<file path="config.mk">
export PLATFORM = sky130hd
export DESIGN_NAME = quadrature_steering_angle_filter
export DESIGN_NICKNAME = d
export VERILOG_FILES = /design/src/rtl/core/qsaf_pkg.sv /design/src/rtl/core/qsaf_div.sv /design/src/rtl/core/quadrature_steering_angle_filter.sv
export SDC_FILE = /design/constraint.sdc
export NUM_CORES = 2
export LEC_CHECK = 0
export ABC_AREA = 1
export BUFFER_PORTS_ARGS = -buffer_cell sky130_fd_sc_hd__buf_4
export CAP_MARGIN = 20
export CELL_PAD_IN_SITES_DETAIL_PLACEMENT = 0
export CELL_PAD_IN_SITES_GLOBAL_PLACEMENT = 1
export CORE_MARGIN = 3
export CORE_UTILIZATION = 50
export CTS_CLUSTER_DIAMETER = 40
export DETAILED_ROUTE_END_ITERATION = 8
export PLACE_DENSITY_LB_ADDON = 0.1
export SLEW_MARGIN = 15
export SYNTH_ARGS = -nofsm -noshare
export SYNTH_HDL_FRONTEND = slang
export SYNTH_SLANG_ARGS = --single-unit
</file>
<file path="constraint.sdc">
create_clock -name aclk -period 14 [get_ports aclk]
set_clock_uncertainty 0.2 [all_clocks]
set_input_delay 2.8 -clock aclk [delete_from_list [all_inputs] [get_ports aclk]]
set_output_delay 2.8 -clock aclk [all_outputs]
set_load 0.05 [all_outputs]
</file>
<file path="src/rtl/core/qsaf_pkg.sv">
// ----------------------------------------------------------------------------
// Quadrature steering angle filter package
// Shared widths, constants, codes and types of the steering angle filter.
// ----------------------------------------------------------------------------
package qsaf_pkg;

    // Field widths
    localparam int TICK_W  = 18;
    localparam int TPT_W   = 14;
    localparam int NOW_W   = 32;
    localparam int FUNC_W  = 3;
    localparam int ANGO_W  = 15;
    localparam int CFG_IDX_W = 1;

    // Datapath widths
    localparam int MAG_W   = TICK_W;       // |count - zero| stays below 2^18
    localparam int M90_W   = MAG_W + 7;    // magnitude times 90
    localparam int NUM_W   = M90_W + 10;   // magnitude times 92160 plus half divisor
    localparam int QUO_W   = 28;           // largest angle is below 2^28
    localparam int ANG_W   = 30;           // signed Q8 angle
    localparam int EMA_W   = 38;           // weighted sum before the shift

    // Limits and constants
    localparam int TickLimit       = 100000;
    localparam int CenterTimeoutMs = 10000;
    localparam int TptMin          = 100;
    localparam int TptMax          = 10000;
    localparam int TptDefault      = 1024;
    localparam int DegMul          = 90;   // 92160 = 90 * 1024
    localparam int JumpQ8          = 3840;
    localparam int RateQ8          = 2048;
    localparam int HystQ8          = 76;
    localparam int ClampQ8         = 13824;
    localparam int EmaA            = 46;
    localparam int EmaB            = 210;
    localparam int EmaRound        = 128;

    // Function codes
    localparam logic [FUNC_W-1:0] FUNC_A_EDGE  = 3'd0;
    localparam logic [FUNC_W-1:0] FUNC_INDEX   = 3'd1;
    localparam logic [FUNC_W-1:0] FUNC_UPDATE  = 3'd2;
    localparam logic [FUNC_W-1:0] FUNC_CENTER  = 3'd3;
    localparam logic [FUNC_W-1:0] FUNC_OFFSET  = 3'd4;

    // Register indexes
    localparam logic [CFG_IDX_W-1:0] REG_ENABLE = 1'd0;
    localparam logic [CFG_IDX_W-1:0] REG_TPT    = 1'd1;

    // Sequencer states
    typedef enum logic [3:0] {
        ST_IDLE,
        ST_MUL,
        ST_ADD,
        ST_START,
        ST_DIV,
        ST_NEG,
        ST_JUMP,
        ST_EMA1,
        ST_EMA2,
        ST_LIMIT,
        ST_COMMIT,
        ST_PUB
    } state_t;

    // Divider status
    typedef struct packed {
        logic busy;
        logic done;
    } div_stat_t;

endpackage

</file>
<file path="src/rtl/core/qsaf_div.sv">
// ----------------------------------------------------------------------------
// Bit-serial divider
// Restoring division, one quotient bit per cycle; the numerator shifts out
// of the top of a shift register while quotient bits shift in at the bottom.
// ----------------------------------------------------------------------------
module qsaf_div (
    input  logic                          aclk,
    input  logic                          aresetn,
    input  logic                          start,
    input  logic [qsaf_pkg::NUM_W-1:0]    num,
    input  logic [qsaf_pkg::TPT_W-1:0]    den,
    output logic [qsaf_pkg::QUO_W-1:0]    quo,
    output qsaf_pkg::div_stat_t           stat
);
    import qsaf_pkg::*;

    localparam int CNT_W = $clog2(NUM_W + 1);

    logic [NUM_W-1:0] shift_reg;
    logic [TPT_W-1:0] rem_reg;
    logic [CNT_W-1:0] cnt_reg;
    logic             busy_reg;
    logic             done_reg;

    logic [TPT_W:0]   trial;
    logic             ge;

    // Trial subtraction of one digit.
    assign trial = {rem_reg, shift_reg[NUM_W-1]};
    assign ge    = (trial >= {1'b0, den});

    // Control.
    always_ff @(posedge aclk) begin
        if (!aresetn) begin
            busy_reg <= 1'b0;
            done_reg <= 1'b0;
            cnt_reg  <= '0;
        end else begin
            done_reg <= 1'b0;
            if (start) begin
                busy_reg <= 1'b1;
                cnt_reg  <= CNT_W'(NUM_W);
            end else if (busy_reg) begin
                cnt_reg <= cnt_reg - 1'b1;
                if (cnt_reg == CNT_W'(1)) begin
                    busy_reg <= 1'b0;
                    done_reg <= 1'b1;
                end
            end
        end
    end

    // Remainder and quotient shift register.
    always_ff @(posedge aclk) begin
        if (start) begin
            shift_reg <= num;
            rem_reg   <= '0;
        end else if (busy_reg) begin
            shift_reg <= {shift_reg[NUM_W-2:0], ge};
            rem_reg   <= ge ? TPT_W'(trial - {1'b0, den}) : trial[TPT_W-1:0];
        end
    end

    assign quo       = shift_reg[QUO_W-1:0];
    assign stat.busy = busy_reg;
    assign stat.done = done_reg;

endmodule

</file>
<file path="src/rtl/core/quadrature_steering_angle_filter.sv">
// ----------------------------------------------------------------------------
// Quadrature steering angle filter
// Counts encoder edges and turns the count into a filtered, clamped angle.
// ----------------------------------------------------------------------------
//  channel | direction | payload
//  s_      | in        | tuser: func; tdata: enc_a, enc_b, now_ms, offset_value
//  m_      | out       | tdata: tick_count, angle_q8, is_centered, is_valid, at_limit
//  cfg_    | in        | cfg_index, cfg_data (always ready)
//
// One word is worked at a time. An update tick with steering enabled runs
// through the multiply, add, bit-serial divide, jump, filter, limit and commit
// states; every other word goes straight to publish. Reset loads the register
// defaults and clears the sequencer and filter state. A stalled result holds s_tready low.
// ----------------------------------------------------------------------------
module quadrature_steering_angle_filter (
    input  logic                              aclk,
    input  logic                              aresetn,
    input  logic                              s_tvalid,
    output logic                              s_tready,
    // [0] enc_a, [1] enc_b, [33:2] now_ms, [51:34] offset_value
    input  logic [55:0]                       s_tdata,
    // [2:0] func
    input  logic [qsaf_pkg::FUNC_W-1:0]       s_tuser,
    output logic                              m_tvalid,
    input  logic                              m_tready,
    // [17:0] tick_count, [32:18] angle_q8, [33] is_centered, [34] is_valid,
    // [35] at_limit
    output logic [39:0]                       m_tdata,
    input  logic                              cfg_valid,
    output logic                              cfg_ready,
    input  logic [qsaf_pkg::CFG_IDX_W-1:0]    cfg_index,
    input  logic [qsaf_pkg::TPT_W-1:0]        cfg_data
);
    import qsaf_pkg::*;

    localparam logic signed [TICK_W-1:0] TICK_HI = TICK_W'(TickLimit);
    localparam logic signed [TICK_W-1:0] TICK_LO = -TICK_W'(TickLimit);
    localparam logic signed [EMA_W-1:0]  EMA_A_C = EMA_W'(EmaA);
    localparam logic signed [EMA_W-1:0]  EMA_B_C = EMA_W'(EmaB);

    state_t state_reg, state_next;

    // Configuration
    logic             enable_reg;
    logic [TPT_W-1:0] tpt_reg;

    // Filter state
    logic signed [TICK_W-1:0] tick_reg;
    logic signed [TICK_W-1:0] zp_reg;
    logic signed [ANG_W-1:0]  filt_reg;
    logic signed [ANG_W-1:0]  lg_reg;
    logic                     primed_reg;
    logic                     idx_reg;
    logic                     cent_reg;
    logic                     started_reg;
    logic [NOW_W-1:0]         start_ms_reg;
    logic signed [ANGO_W-1:0] pub_angle_reg;
    logic                     pub_valid_reg;

    // Working registers
    logic [NOW_W-1:0]         now_reg;
    logic                     neg_reg;
    logic [M90_W-1:0]         m90_reg;
    logic [NUM_W-1:0]         num_reg;
    logic signed [ANG_W-1:0]  ang_reg;
    logic signed [ANG_W-1:0]  raw_reg;
    logic signed [EMA_W-1:0]  pa_reg;
    logic signed [EMA_W-1:0]  pb_reg;
    logic signed [ANG_W-1:0]  f_reg;

    // Output register
    logic        m_valid_reg;
    logic [39:0] m_data_reg;

    logic                     accept;
    logic [FUNC_W-1:0]        func;
    logic                     enc_a;
    logic                     enc_b;
    logic [NOW_W-1:0]         now_ms;
    logic signed [TICK_W-1:0] offset_value;
    logic                     div_start;
    logic [QUO_W-1:0]         div_quo;
    div_stat_t                div_stat;

    logic signed [TICK_W:0]   diff;
    logic [TICK_W:0]          mag;
    logic signed [ANG_W-1:0]  lg_e;
    logic signed [ANG_W-1:0]  filt_e;
    logic signed [ANG_W:0]    jump_d;
    logic signed [EMA_W-1:0]  ema_sum;
    logic signed [ANG_W:0]    lim_lo;
    logic signed [ANG_W:0]    lim_hi;
    logic signed [ANG_W:0]    f_ext;
    logic signed [ANG_W:0]    hyst_d;
    logic signed [ANG_W-1:0]  f_fin;
    logic signed [TICK_W-1:0] tick_sat;
    logic signed [TICK_W-1:0] tc_out;
    logic [NOW_W-1:0]         elapsed;

    assign func         = s_tuser;
    assign enc_a        = s_tdata[0];
    assign enc_b        = s_tdata[1];
    assign now_ms       = s_tdata[33:2];
    assign offset_value = s_tdata[51:34];

    assign s_tready  = (state_reg == ST_IDLE) && (!m_valid_reg || m_tready);
    assign accept    = s_tvalid && s_tready;
    assign cfg_ready = 1'b1;
    assign m_tvalid  = m_valid_reg;
    assign m_tdata   = m_data_reg;

    // Sequencer.
    always_ff @(posedge aclk) begin
        if (!aresetn) begin
            state_reg <= ST_IDLE;
        end else begin
            state_reg <= state_next;
        end
    end

    always_comb begin
        state_next = state_reg;
        div_start  = 1'b0;
        case (state_reg)
            ST_IDLE: begin
                if (accept) begin
                    state_next = (func == FUNC_UPDATE && enable_reg) ? ST_MUL : ST_PUB;
                end
            end
            ST_MUL:    state_next = ST_ADD;
            ST_ADD:    state_next = ST_START;
            ST_START: begin
                div_start  = 1'b1;
                state_next = ST_DIV;
            end
            ST_DIV: begin
                if (div_stat.done) begin
                    state_next = ST_NEG;
                end
            end
            ST_NEG:    state_next = ST_JUMP;
            ST_JUMP:   state_next = ST_EMA1;
            ST_EMA1:   state_next = ST_EMA2;
            ST_EMA2:   state_next = ST_LIMIT;
            ST_LIMIT:  state_next = ST_COMMIT;
            ST_COMMIT: state_next = ST_PUB;
            ST_PUB:    state_next = ST_IDLE;
            default:   state_next = ST_IDLE;
        endcase
    end

    // Configuration writes.
    always_ff @(posedge aclk) begin
        if (!aresetn) begin
            enable_reg <= 1'b1;
            tpt_reg    <= TPT_W'(TptDefault);
        end else if (cfg_valid && cfg_ready) begin
            case (cfg_index)
                REG_ENABLE: enable_reg <= cfg_data[0];
                REG_TPT: begin
                    if (cfg_data < TPT_W'(TptMin) || cfg_data > TPT_W'(TptMax)) begin
                        tpt_reg <= TPT_W'(TptDefault);
                    end else begin
                        tpt_reg <= cfg_data;
                    end
                end
                default: ;
            endcase
        end
    end

    // Bit-serial divide by ticks per turn.
    qsaf_div u_div (
        .aclk    (aclk),
        .aresetn (aresetn),
        .start   (div_start),
        .num     (num_reg),
        .den     (tpt_reg),
        .quo     (div_quo),
        .stat    (div_stat)
    );

    // Combinational helpers.
    assign diff     = {tick_reg[TICK_W-1], tick_reg} - {zp_reg[TICK_W-1], zp_reg};
    assign mag      = diff[TICK_W] ? (TICK_W+1)'(-diff) : diff;
    assign lg_e     = primed_reg ? lg_reg : ang_reg;
    assign filt_e   = primed_reg ? filt_reg : ang_reg;
    assign jump_d   = {ang_reg[ANG_W-1], ang_reg} - {lg_e[ANG_W-1], lg_e};
    assign ema_sum  = pa_reg + pb_reg + EMA_W'(EmaRound);
    assign lim_lo   = {ang_reg[ANG_W-1], ang_reg} - (ANG_W+1)'(RateQ8);
    assign lim_hi   = {ang_reg[ANG_W-1], ang_reg} + (ANG_W+1)'(RateQ8);
    assign f_ext    = {f_reg[ANG_W-1], f_reg};
    assign hyst_d   = f_ext - {ang_reg[ANG_W-1], ang_reg};
    assign f_fin    = (hyst_d <= (ANG_W+1)'(HystQ8) && hyst_d >= -(ANG_W+1)'(HystQ8))
                      ? ang_reg : f_reg;
    assign elapsed  = now_reg - start_ms_reg;
    assign tick_sat = (enc_a == enc_b)
                      ? ((tick_reg == TICK_HI) ? TICK_HI : tick_reg + 1'b1)
                      : ((tick_reg == TICK_LO) ? TICK_LO : tick_reg - 1'b1);
    assign tc_out   = enable_reg ? tick_reg : '0;

    // Angle datapath.
    always_ff @(posedge aclk) begin
        case (state_reg)
            ST_IDLE:  now_reg <= now_ms;
            ST_MUL: begin
                neg_reg <= diff[TICK_W];
                m90_reg <= M90_W'(mag[MAG_W-1:0]) * M90_W'(DegMul);
            end
            ST_ADD:   num_reg <= {m90_reg, 10'b0} + NUM_W'(tpt_reg >> 1);
            ST_NEG: begin
                ang_reg <= neg_reg ? -ANG_W'(div_quo) : ANG_W'(div_quo);
            end
            ST_JUMP: begin
                if (jump_d > (ANG_W+1)'(JumpQ8) || jump_d < -(ANG_W+1)'(JumpQ8)) begin
                    raw_reg <= lg_e;
                end else begin
                    raw_reg <= ang_reg;
                end
            end
            ST_EMA1: begin
                pa_reg <= EMA_W'(raw_reg) * EMA_A_C;
                pb_reg <= EMA_W'(filt_reg) * EMA_B_C;
            end
            ST_EMA2:  f_reg <= ANG_W'(ema_sum >>> 8);
            ST_LIMIT: begin
                if (f_ext < lim_lo) begin
                    f_reg <= ANG_W'(lim_lo);
                end else if (f_ext > lim_hi) begin
                    f_reg <= ANG_W'(lim_hi);
                end
            end
            default: ;
        endcase
    end

    // Counter, zero point, centering and published values.
    always_ff @(posedge aclk) begin
        if (!aresetn) begin
            tick_reg      <= '0;
            zp_reg        <= '0;
            filt_reg      <= '0;
            lg_reg        <= '0;
            primed_reg    <= 1'b0;
            idx_reg       <= 1'b0;
            cent_reg      <= 1'b0;
            started_reg   <= 1'b0;
            start_ms_reg  <= '0;
            pub_angle_reg <= '0;
            pub_valid_reg <= 1'b0;
        end else begin
            if (accept) begin
                case (func)
                    FUNC_A_EDGE: tick_reg <= tick_sat;
                    FUNC_INDEX:  idx_reg  <= 1'b1;
                    FUNC_UPDATE: begin
                        if (!enable_reg) begin
                            pub_angle_reg <= '0;
                            pub_valid_reg <= 1'b0;
                            cent_reg      <= 1'b0;
                            started_reg   <= 1'b0;
                            start_ms_reg  <= '0;
                        end
                    end
                    FUNC_CENTER: begin
                        if (!cent_reg) begin
                            zp_reg   <= tick_reg;
                            cent_reg <= 1'b1;
                            if (idx_reg) begin
                                idx_reg      <= 1'b0;
                                started_reg  <= 1'b0;
                                start_ms_reg <= '0;
                            end
                        end
                    end
                    FUNC_OFFSET: begin
                        zp_reg   <= offset_value;
                        cent_reg <= 1'b1;
                    end
                    default: ;
                endcase
            end
            // Prime on the first update, then track the last accepted angle.
            if (state_reg == ST_JUMP) begin
                primed_reg <= 1'b1;
                filt_reg   <= filt_e;
                if (jump_d > (ANG_W+1)'(JumpQ8) || jump_d < -(ANG_W+1)'(JumpQ8)) begin
                    lg_reg <= lg_e;
                end else begin
                    lg_reg <= ang_reg;
                end
            end
            // Filter result, output clamp and centering decisions.
            if (state_reg == ST_COMMIT) begin
                filt_reg <= f_fin;
                if (f_fin > ANG_W'(ClampQ8)) begin
                    pub_angle_reg <= ANGO_W'(ClampQ8);
                end else if (f_fin < -ANG_W'(ClampQ8)) begin
                    pub_angle_reg <= -ANGO_W'(ClampQ8);
                end else begin
                    pub_angle_reg <= ANGO_W'(f_fin);
                end
                if (!cent_reg && !idx_reg) begin
                    if (!started_reg) begin
                        started_reg  <= 1'b1;
                        start_ms_reg <= now_reg;
                    end else if (elapsed > NOW_W'(CenterTimeoutMs)) begin
                        zp_reg       <= tick_reg;
                        cent_reg     <= 1'b1;
                        started_reg  <= 1'b0;
                        start_ms_reg <= '0;
                    end
                    pub_valid_reg <= 1'b0;
                end else begin
                    pub_valid_reg <= 1'b1;
                end
                if (idx_reg && !cent_reg) begin
                    zp_reg       <= tick_reg;
                    cent_reg     <= 1'b1;
                    idx_reg      <= 1'b0;
                    started_reg  <= 1'b0;
                    start_ms_reg <= '0;
                end
            end
        end
    end

    // Result word register.
    always_ff @(posedge aclk) begin
        if (!aresetn) begin
            m_valid_reg <= 1'b0;
        end else if (state_reg == ST_PUB) begin
            m_valid_reg <= 1'b1;
        end else if (m_tready) begin
            m_valid_reg <= 1'b0;
        end
    end

    always_ff @(posedge aclk) begin
        if (state_reg == ST_PUB) begin
            m_data_reg <= {4'b0,
                           (tc_out == TICK_HI) || (tc_out == TICK_LO),
                           pub_valid_reg,
                           cent_reg,
                           pub_angle_reg,
                           tc_out};
        end
    end

    // Assertions
    a_ready_idle: assert property (@(posedge aclk) disable iff (!aresetn)
        s_tready |-> (state_reg == ST_IDLE))
        else $error("input taken outside the idle state");

    a_tick_range: assert property (@(posedge aclk) disable iff (!aresetn)
        (tick_reg <= TICK_HI) && (tick_reg >= TICK_LO))
        else $error("tick counter beyond its saturation limit");

    a_div_busy: assert property (@(posedge aclk) disable iff (!aresetn)
        div_stat.busy |-> (state_reg == ST_DIV))
        else $error("divider running outside the divide state");

    a_pub_fill: assert property (@(posedge aclk) disable iff (!aresetn)
        (state_reg == ST_PUB) |-> (!m_valid_reg || m_tready))
        else $error("result word overwritten before it was taken");

endmodule

</file>
# After elaboration in Yosys (flattened, before gate mapping)
# Cells that the tools add are included.
# totals
word_cells	206
regBits	517
in_bits	79
output_inout_bits	43
# op_classes
multipliers	3
magnitude_cmp	12
n_addsub	15
eq_ne	26
n_bitwise	3
reduce_logical	31
mux	84
# ops
cell	n
2-to-1 mux 32 bit	9
2-to-1 mux 30 bit	8
2-to-1 mux 18 bit	12
2-to-1 mux 15 bit	6
equality test 18 bit, second input constant	4
2-to-1 mux 35 bit	2
one-hot mux 32 bit (2 select lines)	1
subtractor 30 x 30 -> 31 bit	2
one-hot mux 30 bit (2 select lines)	1
one-hot mux 4 bit (11 select lines)	1
adder 38 bit	1
adder 38 x 9 -> 38 bit, second input constant	1
multiplier 30 x 8 -> 37 bit, second input constant	1
multiplier 30 x 6 -> 36 bit, second input constant	1
one-hot mux 18 bit (2 select lines)	1
adder 35 x 13 -> 35 bit	1
greater-than comparator 32 x 14 -> 1 bit, second input constant	1
2-to-1 mux 1 bit	32
subtractor 32 bit	1
adder 30 x 13 -> 31 bit, second input constant	1
>= comparator 31 x 8 -> 1 bit, second input constant	1
greater-than comparator 30 x 31 -> 1 bit	1
greater-than comparator 31 x 13 -> 1 bit, second input constant	1
less-or-equal comparator 31 x 8 -> 1 bit, second input constant	1
other kinds (44)	83

# Logic depth before layout (Yosys ltp)
# depth
ltp_word	10
mapped_depth	47
depth_no_buf	46

# Cells and area by module
# Synthesis repeated with hierarchy kept, for this count alone.
# hier_totals
hier_cells	5981
hier_area_um2	44813.0
# by_module_without_submodules
module	cells_each	instances	area_each_um2	seq_area_each_um2
quadrature_steering_angle_filter	5491	1	41202.0	12101.6
qsaf_div	490	1	3611.0	1491.4

# Least setup slack after synthesis
# No wires, ideal clock.
# synth_path
kind	flip-flop to flip-flop
startpoint	reg tick_reg[0]
endpoint	reg m90_reg[24] (data pin)
n_path_buf	1
setup_ps	257
t_arrival_ps	6702
path_slack_ps	6841
path_stages_with_launch	47
t_required_ps	13543
period_less_slack_ps	7159
path_cell_list	dfxtp_1 > inv_1 > ha_1 > inv_1 > fa_1 > nand2_1 > nand2_1 > a21oi_1 > o21ai_0 > nand3_1 > nand2_1 > a21o_1 > nand2_1 > nand2_1 > nand3_1 > nand2_1 > nand3_1 > nand2_1 > [... 11 more ...] > inv_1 > ha_1 > a21oi_1 > o21ai_0 > a21o_1 > nand2_1 > nand2_1 > a21oi_1 > o21ai_0 > a21boi_0 > o21ai_0 > a21boi_0 > o21bai_1 > nand2_1 > inv_1 > o21ai_0 > nand2_1 > xor2_1
# synth_via
elab_cells_between_ends	4
classes_between	add/sub: 2; mul: 1; mux: 1
# synth_rtl
item	line_no	rtl
start: declaration	quadrature_steering_angle_filter.sv:48	logic signed [TICK_W-1:0] tick_reg;
start signal: assignment	quadrature_steering_angle_filter.sv:254	FUNC_A_EDGE: tick_reg <= tick_sat;
subtractor 18 x 18 -> 19 bit	quadrature_steering_angle_filter.sv:184	assign diff = {tick_reg[TICK_W-1], tick_reg} - {zp_reg[TICK_W-1], zp_reg};
net diff[18]	quadrature_steering_angle_filter.sv:85	logic signed [TICK_W:0] diff;
2-to-1 mux 18 bit	quadrature_steering_angle_filter.sv:185	assign mag = diff[TICK_W] ? (TICK_W+1)'(-diff) : diff;
multiplier 18 x 6 -> 24 bit	quadrature_steering_angle_filter.sv:208	m90_reg <= M90_W'(mag[MAG_W-1:0]) * M90_W'(DegMul);
end signal: assignment	quadrature_steering_angle_filter.sv:208	
end: declaration	quadrature_steering_angle_filter.sv:63	logic [M90_W-1:0] m90_reg;
# The timed path passes the listed nets, and every way through them passes these cells.
# A chain may end at the register's enable or synchronous reset.

# Worst setup path in the final report
# layout_path
startpoint	reg tick_reg[0]
endpoint	reg m90_reg[24] (data pin)
# layout_via
elab_chain_len	4
# layout_rtl
item	line_no
subtractor 18 x 18 -> 19 bit *	quadrature_steering_angle_filter.sv:184
negation 18 bit	quadrature_steering_angle_filter.sv:185
2-to-1 mux 18 bit *	quadrature_steering_angle_filter.sv:185
multiplier 18 x 6 -> 24 bit *	quadrature_steering_angle_filter.sv:208
# Every way passes the cells marked *; elsewhere a longest branch is shown, timed or not.

==> metrics.cfg <==
[status]
outcome = completed

[cts]
cts_tree = done
clock-sinks = 516
clockBufferDepth = 3
cts_setup_buffers = 0
htreeDepth = 3
cts-hold-fix-buffers = 0
path_clk_slew_ns = 0.06
cts_resized = 0
clock-root-buffer = clkbuf_16
cts_made_buffers = 97
worst_skew_pair.late_latency_ns = 0.67

[finish]
fill_cells = 8354
diodes = 0
multi_input_area_um2 = 26200
drive_gt1_share_pct = 6.43
stdcell_count = 7247
regArea_um2 = 13600
largest_register_ffs = 37
final_nets = 6684
syn_to_final_growth_pct = 12.5

[hold_path]
hold_end = m_tdata[18]
whs_path_depth = 0
hold_path_class = reg -> reg
min-delay-start = pub_angle_reg[0]

[placement]
dp_hpwl_um = 101000
dp_slack_ns = 6.14
portBuffers = 112
gp_congestion = 0.949
dp.cells = 7063

[synth]
synth_edf_count = 326
synth_cell_type_count = 61
synth_seq_cells = 516
yosys-mux-area-fraction_pct = 0
synthFlopType = edfxtp_1
synthXorXnorAreaFrac_pct = 5.68
yosys.area_share.simple_pct = 22.0
syn_area_um2 = 44300
yosysSeqAreaShare_pct = 30.7
synthAdderAreaFrac_pct = 19.4
synth-compound-area-share_pct = 11.8
synth_top_family_by_area = simple AND/OR/NAND/NOR gates
syn_area_per_cell_um2 = 7.51
ys_async_sr_fraction_pct = 0
yosysWarnings = 0
syn_inst = 5890

[global_routing]
grt_pass1_vias = 36332
grt_use_total_pct = 28.2
grt_pass1_wl_um = 203000
grt_overflow = 0
grt_max_degree = 75
grt_antenna_before_repair = 0

[timing]
max_slew_margin_pct = 26.1
finalWorstSetupSlack_ns = 6.12
finalCriticalPeriod_ns = 7.88
hold_viol = 0
grt_setup_unrepaired = false
finalSetupTns_ns = 0
tightest_slew_ns = 1.11
setup_violations = 0
maxSlewViolCount = 0
fmax_mhz = 127
fin_crit_sh_pct = 56.3

[setup_path]
slowest_delay_ns = 0.51
path_common_cell = nand2_1
ff2ff_path_depth = 46
cp-end-kind = flop
cp_top_family = compound AO/OA/AOI/OAI gates
cp.required_ns = 14.20
r2r_start = tick_reg[0]
critPathSlowestCell = fa_1
crit_type = reg -> reg
crit_fanout = 13
cp.buffers_inverters = 7
startpoint_type = flop
ff2ff_setup_slack_ns = 6.12
arrival_ns = 8.08
r2r_end = m90_reg[24]

[floorplan]
start_util_pct = 50.7
die_area_um2 = 92100
num_rows = 108
core_area_um2 = 87300
chipWidth_um = 304
chipHeight_um = 304
io-pin-count = 122

[detailed_routing]
dr_total_vias = 38445
post_drt_wl_per_cell_um = 18.0
drtIter0Drc = 2850
wl_um = 130000
via_per_inst = 5.30
drc_errors = 0
first_pass_iters = 6
ant_nets = 0

[pwr]
p_leak_uw = 0.0241
peakVddDrop_v = 0.00108
p_per_area_nw_per_um2 = 239

[flow_run]
cap_viol_max_count = 0

-- cells in the final DEF, fill, tap and decap left out, types with 22 or more instances in the layout --
cell type and count:
fa_1 146, dfxtp_1 188, ha_1 451, a22o_1 26, o21ai_0 284, o211ai_1 34, nand3b_1 25, o21bai_1 22
xnor2_1 73, inv_1 1030, nand4_1 58, edfxtp_1 326, buf_4 169, nand2_1 1301, a21oi_1 424, nor2_1 507
nand3_1 324, nor3_1 68, a31oi_1 40, xor2_1 212, clkbuf_16 101
-- layout make-up --
class                           count  share of cell area, %
Tap cell                         1155                   2.90
Clock buffer                      111                   5.23
Clock inverter                     72                   1.53
Multi-Input combinational cell   4177                   52.6
Timing Repair Buffer              169                   2.55
Inverter                         1047                   7.90
Sequential cell                   516                   27.3
-- logic make-up (layout without fill, tap and decap cells) --
| group | after synthesis | count (layout) |
|---|---|---|
| adders and majority gates | 597 | 597 |
| buffers and inverters | 1200 | 1399 |
| and+or+nand+nor | 2352 | 2352 |
| xor gates and xnor gates | 286 | 286 |
| DFF | 516 | 516 |
| AOI/OAI and AO/OA | 937 | 937 |
| other | 2 | 5 |
-- worst register-to-register path: cells and delay by family (launching register included) --
family / cells / cell delay, ns
AO/OA/AOI/OAI: 14 / 2.57
adder cells (fa/ha/maj): 6 / 2.20
AND/OR/NAND/NOR: 17 / 1.28
buffers and inverters: 7 / 0.74
flip-flops: 1 / 0.34
XOR/XNOR: 2 / 0.28
-- per-layer routing --
| layer | global-route usage (%) | up-vias | part of all wire, % |
|---|---|---|---|
| met4 | 11.6 | 0 | 4.2 |
| met2 | 44.1 | 1098 | 44 |
| li1 | - | 19425 | - |
| met5 | 0 | - | 0 |
| met3 | 4.90 | 215 | 6.5 |
| met1 | 38.8 | 17707 | 46 |
-- stage by stage --
stage	power (uW)	instance area, um^2	util [%]	hold WS (ns)
final	11900	49800	57.0	0.232
after global placement	9490	46400	53.1	0.214
after CTS	12100	49800	57.0	0.229
after detailed placement	9590	46400	53.1	0.220
after global routing	13200	49800	57.0	0.252
after floorplan	8100	44300	-	0.208
-- report_power, final --
group | internal [uW] | switching [uW]
clock network | 1480 | 901
registers | 2330 | 173
logic | 2820 | 4220
-- synth_stat cells, types with 40 or more instances --
library cell / number / area [um^2]
a21oi_1: 424 / 2120
fa_1: 146 / 2920
edfxtp_1: 326 / 9790
nor2_1: 515 / 1930
a31oi_1: 40 / 250
xor2_1: 212 / 1860
nand2_1: 1301 / 4880
ha_1: 451 / 5640
nand4_1: 58 / 363
clkbuf_1: 112 / 420
dfxtp_1: 190 / 3800
nand3_1: 324 / 1620
o21ai_0: 284 / 1420
nor3_1: 69 / 345
xnor2_1: 73 / 639
inv_1: 1031 / 3870
-- worst max path at each step --
stage / from / to / slack [ns] / depth (start not counted)
after detailed placement: tick_reg[0] / m90_reg[24] / 6.14 / 46
final: tick_reg[0] / m90_reg[24] / 6.12 / 46
after global placement: tick_reg[0] / m90_reg[24] / 6.21 / 46
after floorplan: tick_reg[0] / m90_reg[24] / 6.84 / 46
after global routing: tick_reg[0] / m90_reg[24] / 5.40 / 46
after CTS: tick_reg[0] / m90_reg[24] / 6.10 / 46
(Power assumes the default switching activity.)
